[config.mk]
export PLATFORM = sky130hd
export DESIGN_NAME = glyph_color_expander_top
export DESIGN_NICKNAME = d
export VERILOG_FILES = /design/src/sv/gce_pkg.sv /design/src/sv/glyph_color_expander_top.sv /design/src/sv/gce_pal_mem.sv /design/src/sv/gce_row_seq.sv
export VERILOG_INCLUDE_DIRS = /design/src /design/src/sv
export SDC_FILE = /design/constraint.sdc
export NUM_CORES = 1
export LEC_CHECK = 0
export BUFFER_PORTS_ARGS = -buffer_cell sky130_fd_sc_hd__clkbuf_2
export CORE_MARGIN = 3
export CORE_UTILIZATION = 25
export CTS_CLUSTER_DIAMETER = 40
export DETAILED_ROUTE_END_ITERATION = 8
export GPL_ROUTABILITY_DRIVEN = 0
export MAX_ROUTING_LAYER = met4
export PLACE_DENSITY_LB_ADDON = 0.25
export RECOVER_POWER = 50
export SKIP_CTS_REPAIR_TIMING = 1
export SLEW_MARGIN = 25
export SYNTH_ARGS = -nofsm -noshare
export SYNTH_HDL_FRONTEND = slang
export SYNTH_HIERARCHICAL = 1
export SYNTH_SLANG_ARGS = --single-unit
[constraint.sdc]
create_clock -name i_clk -period 5.23 [get_ports i_clk]
set_clock_uncertainty 0.15 [all_clocks]
set_input_delay 0.523 -clock i_clk [delete_from_list [all_inputs] [get_ports i_clk]]
set_output_delay 0.523 -clock i_clk [all_outputs]
set_load 0.005 [all_outputs]
[src/sv/glyph_color_expander_top_macros.svh]
// assertion macros used by the glyph color expander row sequencer
`ifndef GLYPH_COLOR_EXPANDER_TOP_MACROS_SVH
`define GLYPH_COLOR_EXPANDER_TOP_MACROS_SVH

// same-cycle implication, disabled while reset is held
`define GCE_ASSERT_NOW(label, clk, rst_n, ante, cons) \
    label: assert property (@(posedge clk) disable iff (!rst_n) (ante) |-> (cons)) \
        else $error("gce assertion failed");

// next-cycle implication, disabled while reset is held
`define GCE_ASSERT_NEXT(label, clk, rst_n, ante, cons) \
    label: assert property (@(posedge clk) disable iff (!rst_n) (ante) |=> (cons)) \
        else $error("gce assertion failed");

`endif

[src/sv/gce_pkg.sv]
`default_nettype none

package gce_pkg;

    localparam int COLOR_W     = 24;
    localparam int PAL_ENTRIES = 16;
    localparam int PAL_ADDR_W  = 4;
    localparam int LEVEL_W     = 16;
    localparam int MASK_W      = 32;
    localparam int COUNT_W     = 8;
    localparam int CFG_IDX_W   = 3;
    localparam int CFG_DATA_W  = 4;

    // function codes of an input request
    localparam logic FUNC_PAL_WR = 1'b0;
    localparam logic FUNC_ROW    = 1'b1;

    // configuration register indexes
    localparam logic [CFG_IDX_W-1:0] CFG_FG_INDEX     = 3'd0;
    localparam logic [CFG_IDX_W-1:0] CFG_BG_INDEX     = 3'd1;
    localparam logic [CFG_IDX_W-1:0] CFG_INVERSE_ON   = 3'd2;
    localparam logic [CFG_IDX_W-1:0] CFG_BOLD_ON      = 3'd3;
    localparam logic [CFG_IDX_W-1:0] CFG_BLINK_ON     = 3'd4;
    localparam logic [CFG_IDX_W-1:0] CFG_UNDERLINE_ON = 3'd5;
    localparam logic [CFG_IDX_W-1:0] CFG_FORCE_BOLD   = 3'd6;

    // default palette entries and the bright bank select
    localparam logic [PAL_ADDR_W-1:0] DEFAULT_FG_ENTRY = 4'd7;
    localparam logic [PAL_ADDR_W-1:0] DEFAULT_BG_ENTRY = 4'd0;
    localparam logic [PAL_ADDR_W-1:0] BOLD_BANK        = 4'h8;

    typedef logic [COLOR_W-1:0] t_color;

    typedef enum logic [2:0] {
        ST_IDLE,
        ST_RD_FG,
        ST_RD_BOLD,
        ST_RD_BG,
        ST_CAP_BG,
        ST_EMIT
    } t_state;

    // rendition settings decoded from the config registers
    typedef struct packed {
        logic [PAL_ADDR_W-1:0] fg_sel;
        logic [PAL_ADDR_W-1:0] bg_sel;
        logic                  inverse;
        logic                  use_bold;
        logic                  fill_en;
    } t_rend;

    // keep the upper byte of each level, blue high and red low
    function automatic t_color pack_color(input logic [LEVEL_W-1:0] red,
                                          input logic [LEVEL_W-1:0] green,
                                          input logic [LEVEL_W-1:0] blue);
        pack_color = {blue[15:8], green[15:8], red[15:8]};
    endfunction

endpackage

`default_nettype wire

[src/sv/glyph_color_expander_top.sv]
`default_nettype none

// Glyph color expander: turns a one-bit glyph row into 24-bit pixels, most
// significant mask bit first, using a 16-entry palette held in a one-port-read
// synchronous memory that reads as black until an entry is written. A palette
// write request does not stall the input. A row request, its pixel count
// saturated to MAX_ROW_PIXELS, first fetches the foreground, bold and
// background colors through the single palette read port in the states
// ST_RD_FG, ST_RD_BOLD, ST_RD_BG and ST_CAP_BG, then one pixel is loaded per
// cycle while the output register is free. A row with a pixel count of zero
// gives no pixels and does not stall the input. The input stalls while a row
// is in flight; the next request is taken at the edge after the final pixel
// enters the output register. Config writes are expected only when idle.
module glyph_color_expander_top #(
    parameter int MAX_ROW_PIXELS = 32
) (
    input  wire logic                           i_clk,
    input  wire logic                           i_rst_n,
    input  wire logic                           i_cfg_we,
    input  wire logic [gce_pkg::CFG_IDX_W-1:0]  i_cfg_index,
    input  wire logic [gce_pkg::CFG_DATA_W-1:0] i_cfg_data,
    input  wire logic                           i_in_valid,
    output logic                                o_in_stall,
    input  wire logic                           i_func,
    input  wire logic [gce_pkg::PAL_ADDR_W-1:0] i_pal_index,
    input  wire logic [gce_pkg::LEVEL_W-1:0]    i_red_level,
    input  wire logic [gce_pkg::LEVEL_W-1:0]    i_green_level,
    input  wire logic [gce_pkg::LEVEL_W-1:0]    i_blue_level,
    input  wire logic [gce_pkg::MASK_W-1:0]     i_glyph_row,
    input  wire logic [gce_pkg::COUNT_W-1:0]    i_pixel_count,
    input  wire logic                           i_last_row,
    output logic                                o_out_valid,
    input  wire logic                           i_out_stall,
    output logic [gce_pkg::COLOR_W-1:0]         o_pixel_color,
    output logic                                o_last_pixel
);
    import gce_pkg::*;

    logic [CFG_DATA_W-1:0] r_fg_index;
    logic [CFG_DATA_W-1:0] r_bg_index;
    logic                  r_inverse_on;
    logic                  r_bold_on;
    logic                  r_blink_on;
    logic                  r_underline_on;
    logic                  r_force_bold;

    t_rend                 rend;
    logic                  pal_we;
    logic [PAL_ADDR_W-1:0] rd_addr;
    t_color                rd_data;

    // config register writes
    always_ff @(posedge i_clk) begin
        if (!i_rst_n) begin
            r_fg_index     <= '0;
            r_bg_index     <= '0;
            r_inverse_on   <= 1'b0;
            r_bold_on      <= 1'b0;
            r_blink_on     <= 1'b0;
            r_underline_on <= 1'b0;
            r_force_bold   <= 1'b0;
        end else if (i_cfg_we) begin
            unique case (i_cfg_index)
                CFG_FG_INDEX:     r_fg_index     <= i_cfg_data;
                CFG_BG_INDEX:     r_bg_index     <= i_cfg_data;
                CFG_INVERSE_ON:   r_inverse_on   <= i_cfg_data[0];
                CFG_BOLD_ON:      r_bold_on      <= i_cfg_data[0];
                CFG_BLINK_ON:     r_blink_on     <= i_cfg_data[0];
                CFG_UNDERLINE_ON: r_underline_on <= i_cfg_data[0];
                CFG_FORCE_BOLD:   r_force_bold   <= i_cfg_data[0];
                default: ;
            endcase
        end
    end

    // rendition decode, color number n selects entry n-1
    always_comb begin
        rend.fg_sel   = (r_fg_index == '0) ? DEFAULT_FG_ENTRY
                      : r_fg_index - PAL_ADDR_W'(1);
        rend.bg_sel   = (r_bg_index == '0) ? DEFAULT_BG_ENTRY
                      : r_bg_index - PAL_ADDR_W'(1);
        rend.inverse  = r_inverse_on;
        rend.use_bold = r_bold_on || r_blink_on || r_force_bold;
        rend.fill_en  = r_underline_on || r_blink_on;
    end

    // palette write on an accepted palette request
    assign pal_we = i_in_valid && !o_in_stall && (i_func == FUNC_PAL_WR);

    gce_pal_mem u_pal_mem (
        .i_clk   (i_clk),
        .i_rst_n (i_rst_n),
        .i_we    (pal_we),
        .i_waddr (i_pal_index),
        .i_wdata (pack_color(i_red_level, i_green_level, i_blue_level)),
        .i_raddr (rd_addr),
        .o_rdata (rd_data)
    );

    gce_row_seq #(
        .MAX_ROW_PIXELS (MAX_ROW_PIXELS)
    ) u_row_seq (
        .i_clk         (i_clk),
        .i_rst_n       (i_rst_n),
        .i_in_valid    (i_in_valid),
        .o_in_stall    (o_in_stall),
        .i_func        (i_func),
        .i_glyph_row   (i_glyph_row),
        .i_pixel_count (i_pixel_count),
        .i_last_row    (i_last_row),
        .i_rend        (rend),
        .o_rd_addr     (rd_addr),
        .i_rd_data     (rd_data),
        .o_out_valid   (o_out_valid),
        .i_out_stall   (i_out_stall),
        .o_pixel_color (o_pixel_color),
        .o_last_pixel  (o_last_pixel)
    );

endmodule

`default_nettype wire

[src/sv/gce_pal_mem.sv]
`default_nettype none

module gce_pal_mem (
    input  wire logic                           i_clk,
    input  wire logic                           i_rst_n,
    input  wire logic                           i_we,
    input  wire logic [gce_pkg::PAL_ADDR_W-1:0] i_waddr,
    input  wire gce_pkg::t_color                i_wdata,
    input  wire logic [gce_pkg::PAL_ADDR_W-1:0] i_raddr,
    output gce_pkg::t_color                     o_rdata
);
    import gce_pkg::*;

    t_color                 r_mem [PAL_ENTRIES];
    logic [PAL_ENTRIES-1:0] r_valid;
    t_color                 r_rdata;
    logic                   r_rvalid;

    // palette storage, no reset on the array
    always_ff @(posedge i_clk) begin
        if (i_we) begin
            r_mem[i_waddr] <= i_wdata;
        end
        r_rdata <= r_mem[i_raddr];
    end

    // per-entry written flags, an unwritten entry reads as black
    always_ff @(posedge i_clk) begin
        if (!i_rst_n) begin
            r_valid  <= '0;
            r_rvalid <= 1'b0;
        end else begin
            if (i_we) begin
                r_valid[i_waddr] <= 1'b1;
            end
            r_rvalid <= r_valid[i_raddr];
        end
    end

    assign o_rdata = r_rvalid ? r_rdata : '0;

endmodule

`default_nettype wire

[src/sv/gce_row_seq.sv]
`default_nettype none

module gce_row_seq #(
    parameter int MAX_ROW_PIXELS = 32
) (
    input  wire logic                           i_clk,
    input  wire logic                           i_rst_n,
    input  wire logic                           i_in_valid,
    output logic                                o_in_stall,
    input  wire logic                           i_func,
    input  wire logic [gce_pkg::MASK_W-1:0]     i_glyph_row,
    input  wire logic [gce_pkg::COUNT_W-1:0]    i_pixel_count,
    input  wire logic                           i_last_row,
    input  wire gce_pkg::t_rend                 i_rend,
    output logic [gce_pkg::PAL_ADDR_W-1:0]      o_rd_addr,
    input  wire gce_pkg::t_color                i_rd_data,
    output logic                                o_out_valid,
    input  wire logic                           i_out_stall,
    output gce_pkg::t_color                     o_pixel_color,
    output logic                                o_last_pixel
);
    import gce_pkg::*;

    `include "glyph_color_expander_top_macros.svh"

    localparam int CNT_W = $clog2(MAX_ROW_PIXELS + 1);

    t_state               r_state;
    t_state               n_state;
    logic [MASK_W-1:0]    r_mask;
    logic [CNT_W-1:0]     r_cnt;
    logic                 r_fill;
    t_color               r_fg;
    t_color               r_bold;
    t_color               r_bg;
    logic                 r_out_valid;
    t_color               r_pixel_color;
    logic                 r_last_pixel;

    logic                 in_accept;
    logic                 row_start;
    logic [CNT_W-1:0]     sat_count;
    logic                 slot_free;
    logic                 load_pixel;
    t_color               pixel_color;

    assign in_accept = i_in_valid && !o_in_stall;
    assign sat_count = (i_pixel_count > COUNT_W'(MAX_ROW_PIXELS))
                     ? CNT_W'(MAX_ROW_PIXELS) : i_pixel_count[CNT_W-1:0];
    assign row_start = in_accept && (i_func == FUNC_ROW) && (sat_count != '0);
    assign slot_free = !r_out_valid || !i_out_stall;

    // next state
    always_comb begin
        n_state = r_state;
        unique case (r_state)
            ST_IDLE:    if (row_start) n_state = ST_RD_FG;
            ST_RD_FG:   n_state = ST_RD_BOLD;
            ST_RD_BOLD: n_state = ST_RD_BG;
            ST_RD_BG:   n_state = ST_CAP_BG;
            ST_CAP_BG:  n_state = ST_EMIT;
            ST_EMIT:    if (slot_free && r_cnt == CNT_W'(1)) n_state = ST_IDLE;
            default:    n_state = ST_IDLE;
        endcase
    end

    // state outputs: palette read address, input stall, pixel load
    always_comb begin
        o_rd_addr  = i_rend.fg_sel;
        o_in_stall = 1'b1;
        load_pixel = 1'b0;
        unique case (r_state)
            ST_IDLE:    o_in_stall = 1'b0;
            ST_RD_FG:   o_rd_addr  = i_rend.fg_sel;
            ST_RD_BOLD: o_rd_addr  = i_rend.fg_sel | BOLD_BANK;
            ST_RD_BG:   o_rd_addr  = i_rend.bg_sel;
            ST_CAP_BG:  o_rd_addr  = i_rend.bg_sel;
            ST_EMIT:    load_pixel = slot_free;
            default:    o_in_stall = 1'b1;
        endcase
    end

    // color for the leftmost remaining mask bit
    always_comb begin
        if (r_fill) begin
            pixel_color = r_fg;
        end else if (r_mask[MASK_W-1]) begin
            pixel_color = i_rend.use_bold ? r_bold : r_fg;
        end else begin
            pixel_color = r_bg;
        end
    end

    always_ff @(posedge i_clk) begin
        if (!i_rst_n) begin
            r_state <= ST_IDLE;
        end else begin
            r_state <= n_state;
        end
    end

    // row capture and shift
    always_ff @(posedge i_clk) begin
        if (!i_rst_n) begin
            r_cnt <= '0;
        end else if (row_start) begin
            r_cnt <= sat_count;
        end else if (load_pixel) begin
            r_cnt <= r_cnt - CNT_W'(1);
        end
    end

    always_ff @(posedge i_clk) begin
        if (row_start) begin
            r_mask <= i_glyph_row;
            r_fill <= i_last_row && i_rend.fill_en;
        end else if (load_pixel) begin
            r_mask <= {r_mask[MASK_W-2:0], 1'b0};
        end
    end

    // palette read results, inverse swap when the background arrives
    always_ff @(posedge i_clk) begin
        unique case (r_state)
            ST_RD_BOLD: r_fg   <= i_rd_data;
            ST_RD_BG:   r_bold <= i_rd_data;
            ST_CAP_BG: begin
                if (i_rend.inverse) begin
                    r_fg <= i_rd_data;
                    r_bg <= r_fg;
                end else begin
                    r_bg <= i_rd_data;
                end
            end
            default: ;
        endcase
    end

    // output register
    always_ff @(posedge i_clk) begin
        if (!i_rst_n) begin
            r_out_valid <= 1'b0;
        end else if (load_pixel) begin
            r_out_valid <= 1'b1;
        end else if (!i_out_stall) begin
            r_out_valid <= 1'b0;
        end
    end

    always_ff @(posedge i_clk) begin
        if (load_pixel) begin
            r_pixel_color <= pixel_color;
            r_last_pixel  <= (r_cnt == CNT_W'(1));
        end
    end

    assign o_out_valid   = r_out_valid;
    assign o_pixel_color = r_pixel_color;
    assign o_last_pixel  = r_last_pixel;

    `GCE_ASSERT_NOW(a_emit_has_count, i_clk, i_rst_n, r_state == ST_EMIT, r_cnt != '0)
    `GCE_ASSERT_NEXT(a_row_starts_fetch, i_clk, i_rst_n, row_start, r_state == ST_RD_FG)
    `GCE_ASSERT_NEXT(a_last_load_ends_row, i_clk, i_rst_n,
        load_pixel && r_cnt == CNT_W'(1), r_state == ST_IDLE && r_last_pixel)

endmodule

`default_nettype wire

# Word level (Yosys, flattened, before mapping)
# Memories as Yosys holds them, arrays and structs flattened. A register that Yosys moved wholly into a read port is not among the register bits.
# Cells that the tools add are included.
# totals
word_cells,103
output_inout_bits,27
ramBits,384
ff_bits,170
inputBits,106
memories,1
# op_classes
mux,28
add_sub_neg,3
reduce_logical,30
eq_ne,16
bitwise_logic,2
magnitude_cmp,4
# memory_table
name,words,word_bits,rd,rd_clocked_by_memory_dff,write_ports,line,text
u_pal_mem.r_mem,16,24,1,1,1,gce_pal_mem.sv:14,t_color r_mem [PAL_ENTRIES];
# ops
op,n
two-way mux 24 bit,6
two-way mux 32 bit,2
one-hot mux 24 bit (2 select lines),1
two-way mux 6 bit,3
one-hot mux 3 bit (6 select lines),1
AND reduction 2 bit,9
bitwise OR 16 bit,1
"== test 3 bit, second input constant",5
"== test 3 x 2 -> 1 bit, second input constant",4
"< comparator 4 x 5 -> 1 bit, second input constant",2
"greater-than comparator 8 x 6 -> 1 bit, second input constant",1
zero test 4 bit,2
two-way mux 1 bit,8
two-way mux 4 bit,2
one-hot mux 4 bit (2 select lines),1
"subtractor 4 x 1 -> 4 bit, second input constant",2
logical AND 1 bit,7
"== test 3 x 1 -> 1 bit, second input constant",2
"== test 6 x 1 -> 1 bit, second input constant",1
zero test 3 bit,2
two-way mux 3 bit,2
"inequality test 2 x 1 -> 1 bit, second input constant",3
nonzero test 6 bit,1
"subtractor 6 x 1 -> 6 bit, second input constant",1
9 further kinds,14

# Depth between registers and ports, before layout
# logic_depth
depth_word,6
ltp_mapped,11

# By module
# The synthesis kept the hierarchy.
# by_module_without_submodules
module,n_inst,area_per_inst_um2,seq_area_each_um2,cells_per_inst
gce_pal_mem,1,15701.3,12351.8,714
gce_row_seq,1,6043.3,4103.9,418
glyph_color_expander_top,1,693.2,260.2,76

# Least setup slack after synthesis
# OpenSTA, ideal clock, no wires.
# synth_path
path_kind,reg2reg
start,register u_row_seq.r_state[0]
end,"memory u_pal_mem/r_mem[0][0] in the netlist's numbering, enable pin"
setup_slack_ns,1.177
required_time_ns,4.642
path_stages_with_launch,6
t_arrival_ns,3.466
path_buffers,1
setup_time_ns,0.438
cell_sequence,dfxtp_1 -> clkbuf_1 -> or3_1 -> nor3b_1 -> or3b_2 -> nor3_1
# synth_between
elab_chain_len,5
# synth_lines
element,line,text
"start, declared",gce_row_seq.sv:28,t_state r_state;
"start signal, assigned",gce_row_seq.sv:98,r_state <= n_state;
zero test 3 bit,gce_row_seq.sv:72,unique case (r_state)
logical AND 1 bit (2 in a row),glyph_color_expander_top.sv:88,assign pal_we = i_in_valid && !o_in_stall && (i_func == FUNC_PAL_WR);
net pal_we,glyph_color_expander_top.sv:48,logic pal_we;
two-way mux 1 bit,gce_pal_mem.sv:21,if (i_we) begin
two-way mux 1 bit (implied by the code),gce_pal_mem.sv:22,r_mem[i_waddr] <= i_wdata;
"end, declared",gce_pal_mem.sv:14,
# The timed path passes the listed nets, and every way through them passes these cells.

# Final worst setup path
# layout_path
start,register u_row_seq.r_state[1]
end,"register u_pal_mem.r_rdata[21], read port of u_pal_mem.r_mem"
# layout_between
elab_chain_len,3
# layout_lines
element,line,text
== test 3 x 2 -> 1 bit or == test 3 bit (tied branches),gce_row_seq.sv:72,
OR reduction 2 bit (no line),n/a,
one-hot mux 4 bit (2 select lines) (*),gce_row_seq.sv:72,
net rd_addr[0],glyph_color_expander_top.sv:49,logic [PAL_ADDR_W-1:0] rd_addr;
"end, declared",gce_pal_mem.sv:16,t_color r_rdata;
# The timed path passes the listed nets; every way through them passes the cells marked *.
# A chain may end at the register's enable or synchronous reset.

==> impl_metrics.csv <==
group,metric,value,unit
run_status,status,"finished with violations",
run_status,violations,"capacitance limit, slew limit",
yosys,avgSynthCellArea,18.57,µm²
final_layout,area_delta_synth_final,25.13,%
hold_path,hold_end,"r_fg_index[1]$_SDFFE_PN0P_",
floorplan,design.die.area,93380,µm²
cts,clockBufferDepth,3,
placement,hpwl,31820,µm
worst_setup_path,cp_top_family,"multiplexers",
worst_setup_path,critical_path_depth,9,
pwr,power_per_cell_area,448.5,nW/µm²
global_route,grt_start_max_net_pins,97,
hold_path,worstHoldStart,"i_cfg_data[1]",
route,wl,54920,µm
global_route,track_usage,12.03,%
worst_setup_path,rr_endpoint,"u_pal_mem/r_rdata[21]$_DFF_P_",
worst_setup_path,required,5570,ps
floorplan,core,88650,µm²
placement,placed_area,24790,µm²
cts,clock-sinks,578,
cts,cts-buffers-inserted,91,
route,viasPerCell,4.463,
cts,clk_pin_slew_worst_paths,50,ps
placement,placedCellCount,2455,
floorplan,start_util,25.31,%
worst_setup_path,start_kind,"flip-flop",
timing,drv_slew,147,
floorplan,die_h,305.6,µm
final_layout,fin_nets,1492,
timing,finalCritPeriodShare,73.04,%
worst_setup_path,reg2reg_depth,9,
cts,cts_root_buf,"clkbuf_16",
floorplan,die_w,305.6,µm
timing,slew-limit-headroom,-42.73,%
pwr,combPwrFrac,6.5,%
route,drt_iter0_markers,814,
yosys,netlist_area,22440,µm²
global_route,grt_pass1_wl,81270,µm
hold_path,hold_class,"in -> reg",
pwr,p_sw,2.858,mW
worst_setup_path,path_max_fanout,52,
timing,tns,0,ps
global_route,grt_pass1_vias,12400,
worst_setup_path,crit_chain,"and2b_1, nor2b_2, buf_4, nor2_1, mux2_8, buf_4, mux4_2, a22oi_1, nand2_1",
worst_setup_path,path_buf_inv,2,
worst_setup_path,r2r_slack,1410,ps
hold_path,worstHoldPathCells,3,
final_layout,fin_area,28080,µm²
cts,htree_levels,3,
yosys,syn-num-nets,1317,
yosys,synth_edf_count,514,
pwr,internal_power,9.735,mW
timing,worst_pin_slew,2141,ps
pwr,p_leak,9.383,nW
worst_setup_path,cp_common_cell,"buf_4",
placement,io_buffer_count,108,
pwr,swShare,22.69,%
final_layout,stdcell_count,2632,
final_layout,drive_above_1_share,30.37,%
yosys,synth_seq_cells,578,
yosys,netlist_instances,1208,
yosys,ys_seq_area_share,74.50,%
timing,fin_crit,3820,ps
yosys,ys.flop_type,"edfxtp_1",
route,dr_total_vias,11750,
pwr,ir_drop,0.2522,mV
worst_setup_path,arrival,4160,ps
yosys,yosys_warnings,6,
final_layout,fin_util,31.67,%
timing,setup_viol,0,
final_layout,fillers,8620,
worst_setup_path,r2r-start,"u_row_seq/r_state[1]$_SDFFE_PN0P_",
timing,hold_viol_final,0,
flow_run,max-cap-violations,4,
route,drc,0,
worst_setup_path,crit_slowest_cell,"mux2_8",
timing,fmax,0.2618,GHz
timing,rsz0062_at_grt,"no",
timing,timing.hold.ws,29.05,ps
global_route,antenna_found_initial,5,
floorplan,ioPinCount,133,
global_route,grt_overflow_total,0,
route,wire_per_inst,20.87,µm
route,firstDrtPassIters,5,
route,postRouteAntennaNets,0,
floorplan,rows,109,
cts,worstSkewPairLatency,650,ps
worst_setup_path,worstSetupPathType,"reg -> reg",
worst_setup_path,end_kind,"flip-flop",
yosys,synth_async_sr_flop_share,0,%
pwr,pwr-share-clk,51.2,%
pwr,p_seq_share,42.3,%
cts,cts_tree,"yes",
yosys,ys_types,57,
worst_setup_path,max_stage_delay,700,ps
-- metal layers --
metal / wire length, µm / track usage (%) / vias up
li1: - / - / 5215
met1: 25040 / 15.78 / 6172
met2: 25750 / 18.52 / 265
met3: 2733 / 2.647 / 94
met4: 1402 / 4.070 / 0
met5: 0 / - / -
-- sequential cells by signal, indices dropped and copies added (netlist names), 3 cells and up --
register / cells
u_pal_mem/r_mem: 384
u_row_seq/r_mask: 32
u_pal_mem/r_rdata: 24
u_row_seq/o_pixel_color: 24
u_row_seq/r_bg: 24
u_row_seq/r_bold: 24
u_row_seq/r_fg: 24
u_pal_mem/r_valid: 16
u_row_seq/r_cnt: 6
r_bg_index: 4
r_fg_index: 4
u_row_seq/r_state: 3
-- how the worst max path moves through the flow --
stage	slack (ps)	end	from
2_1_floorplan	1180	u_pal_mem/r_mem[0][0]$_DFFE_PP_	u_row_seq/r_state[0]$_SDFFE_PN0P_
3_3_place_gp	1330	u_pal_mem/r_rdata[21]$_DFF_P_	u_row_seq/r_state[1]$_SDFFE_PN0P_
3_5_place_dp	1330	u_pal_mem/r_rdata[15]$_DFF_P_	u_row_seq/r_state[1]$_SDFFE_PN0P_
4_1_cts	1280	u_pal_mem/r_rdata[15]$_DFF_P_	u_row_seq/r_state[1]$_SDFFE_PN0P_
5_1_grt	1040	u_pal_mem/r_rdata[21]$_DFF_P_	u_row_seq/r_state[1]$_SDFFE_PN0P_
6_report	1410	u_pal_mem/r_rdata[21]$_DFF_P_	u_row_seq/r_state[1]$_SDFFE_PN0P_
-- power by group through the flow --
| stage | Sequential (mW) | Combinational, mW | Clock [mW] |
|---|---|---|---|
| CTS | 5.32 | 0.844 | 6.60 |
| global placement | 5.42 | 0.813 | 0 |
| floorplan | 5.34 | 0.544 | 0 |
| global route | 5.34 | 0.900 | 6.83 |
| finish | 5.33 | 0.821 | 6.44 |
| detailed placement | 5.41 | 0.840 | 0 |
-- cell type report --
cell class | instances | area, µm² | share of cell area (%)
Clock inverter | 71 | 1001 | 3.565
Clock buffer | 101 | 2346 | 8.356
Multi-Input combinational cell | 556 | 5513 | 19.64
Sequential cell | 578 | 16720 | 59.54
Timing Repair Buffer | 149 | 1003 | 3.574
Antenna cell | 5 | 12.51 | 0.04457
Inverter | 7 | 26.28 | 0.09359
Tap cell | 1165 | 1458 | 5.192
-- cells in the mapped netlist, types with 8 or more instances --
library cell / instances / area (µm²)
a21oi_1: 28 / 140.1
a22oi_1: 48 / 360.4
and2_1: 28 / 175.2
buf_2: 8 / 40.04
buf_4: 8 / 60.06
clkbuf_1: 39 / 146.4
dfxtp_1: 64 / 1281
edfxtp_1: 514 / 15430
mux2_2: 29 / 326.6
mux2_4: 29 / 435.4
mux2i_1: 17 / 170.2
mux4_2: 98 / 2207
nand2_1: 81 / 304.0
nor2_1: 45 / 168.9
nor3_1: 8 / 40.04
o21a_1: 17 / 127.6
o21ai_0: 27 / 135.1
o22ai_1: 28 / 175.2
-- per-stage QoR --
step                      total power, mW  setup slack (ps)
after global routing                13.06              1040
after CTS                           12.76              1281
after floorplan                     5.880              1177
after global placement              6.229              1334
final                               12.59              1410
after detailed placement            6.254              1327
-- cell usage in the layout, fill, tap and decap left out, types with 6 or more instances in the layout --
cell,count
edfxtp_1,514
mux4_2,98
clkbuf_16,92
nand2_1,81
dfxtp_1,64
clkbuf_2,61
clkbuf_1,58
a22oi_1,48
nor2_1,31
mux2_4,29
o22ai_1,28
a21oi_1,28
o21ai_0,27
mux2_2,27
buf_4,26
and2_0,25
bufinv_16,18
mux2i_1,17
o21a_1,17
clkinv_2,13
nor2_4,13
clkinvlp_4,12
buf_16,10
clkinv_4,8
nand2b_1,7
clkinv_1,7
inv_1,6
nand3_1,6
-- kinds of logic after synthesis --
group / after synthesis / share of synthesized area, %
flops: 578 / 74.50
compound gates: 163 / 4.723
mux: 174 / 14.04
buf+inv: 74 / 1.617
fa+ha+maj: 3 / 0.1673
xor+xnor: 7 / 0.2732
simple gates: 209 / 4.678
-- worst register-to-register path: stages, from the launching register on --
cell	delay [ps]
dfxtp_1	460
and2b_1	290
nor2b_2	170
buf_4	260
nor2_1	380
mux2_8	700
buf_4	430
mux4_2	550
a22oi_1	220
nand2_1	80
Note: power is estimated with default switching activity, not from simulation.
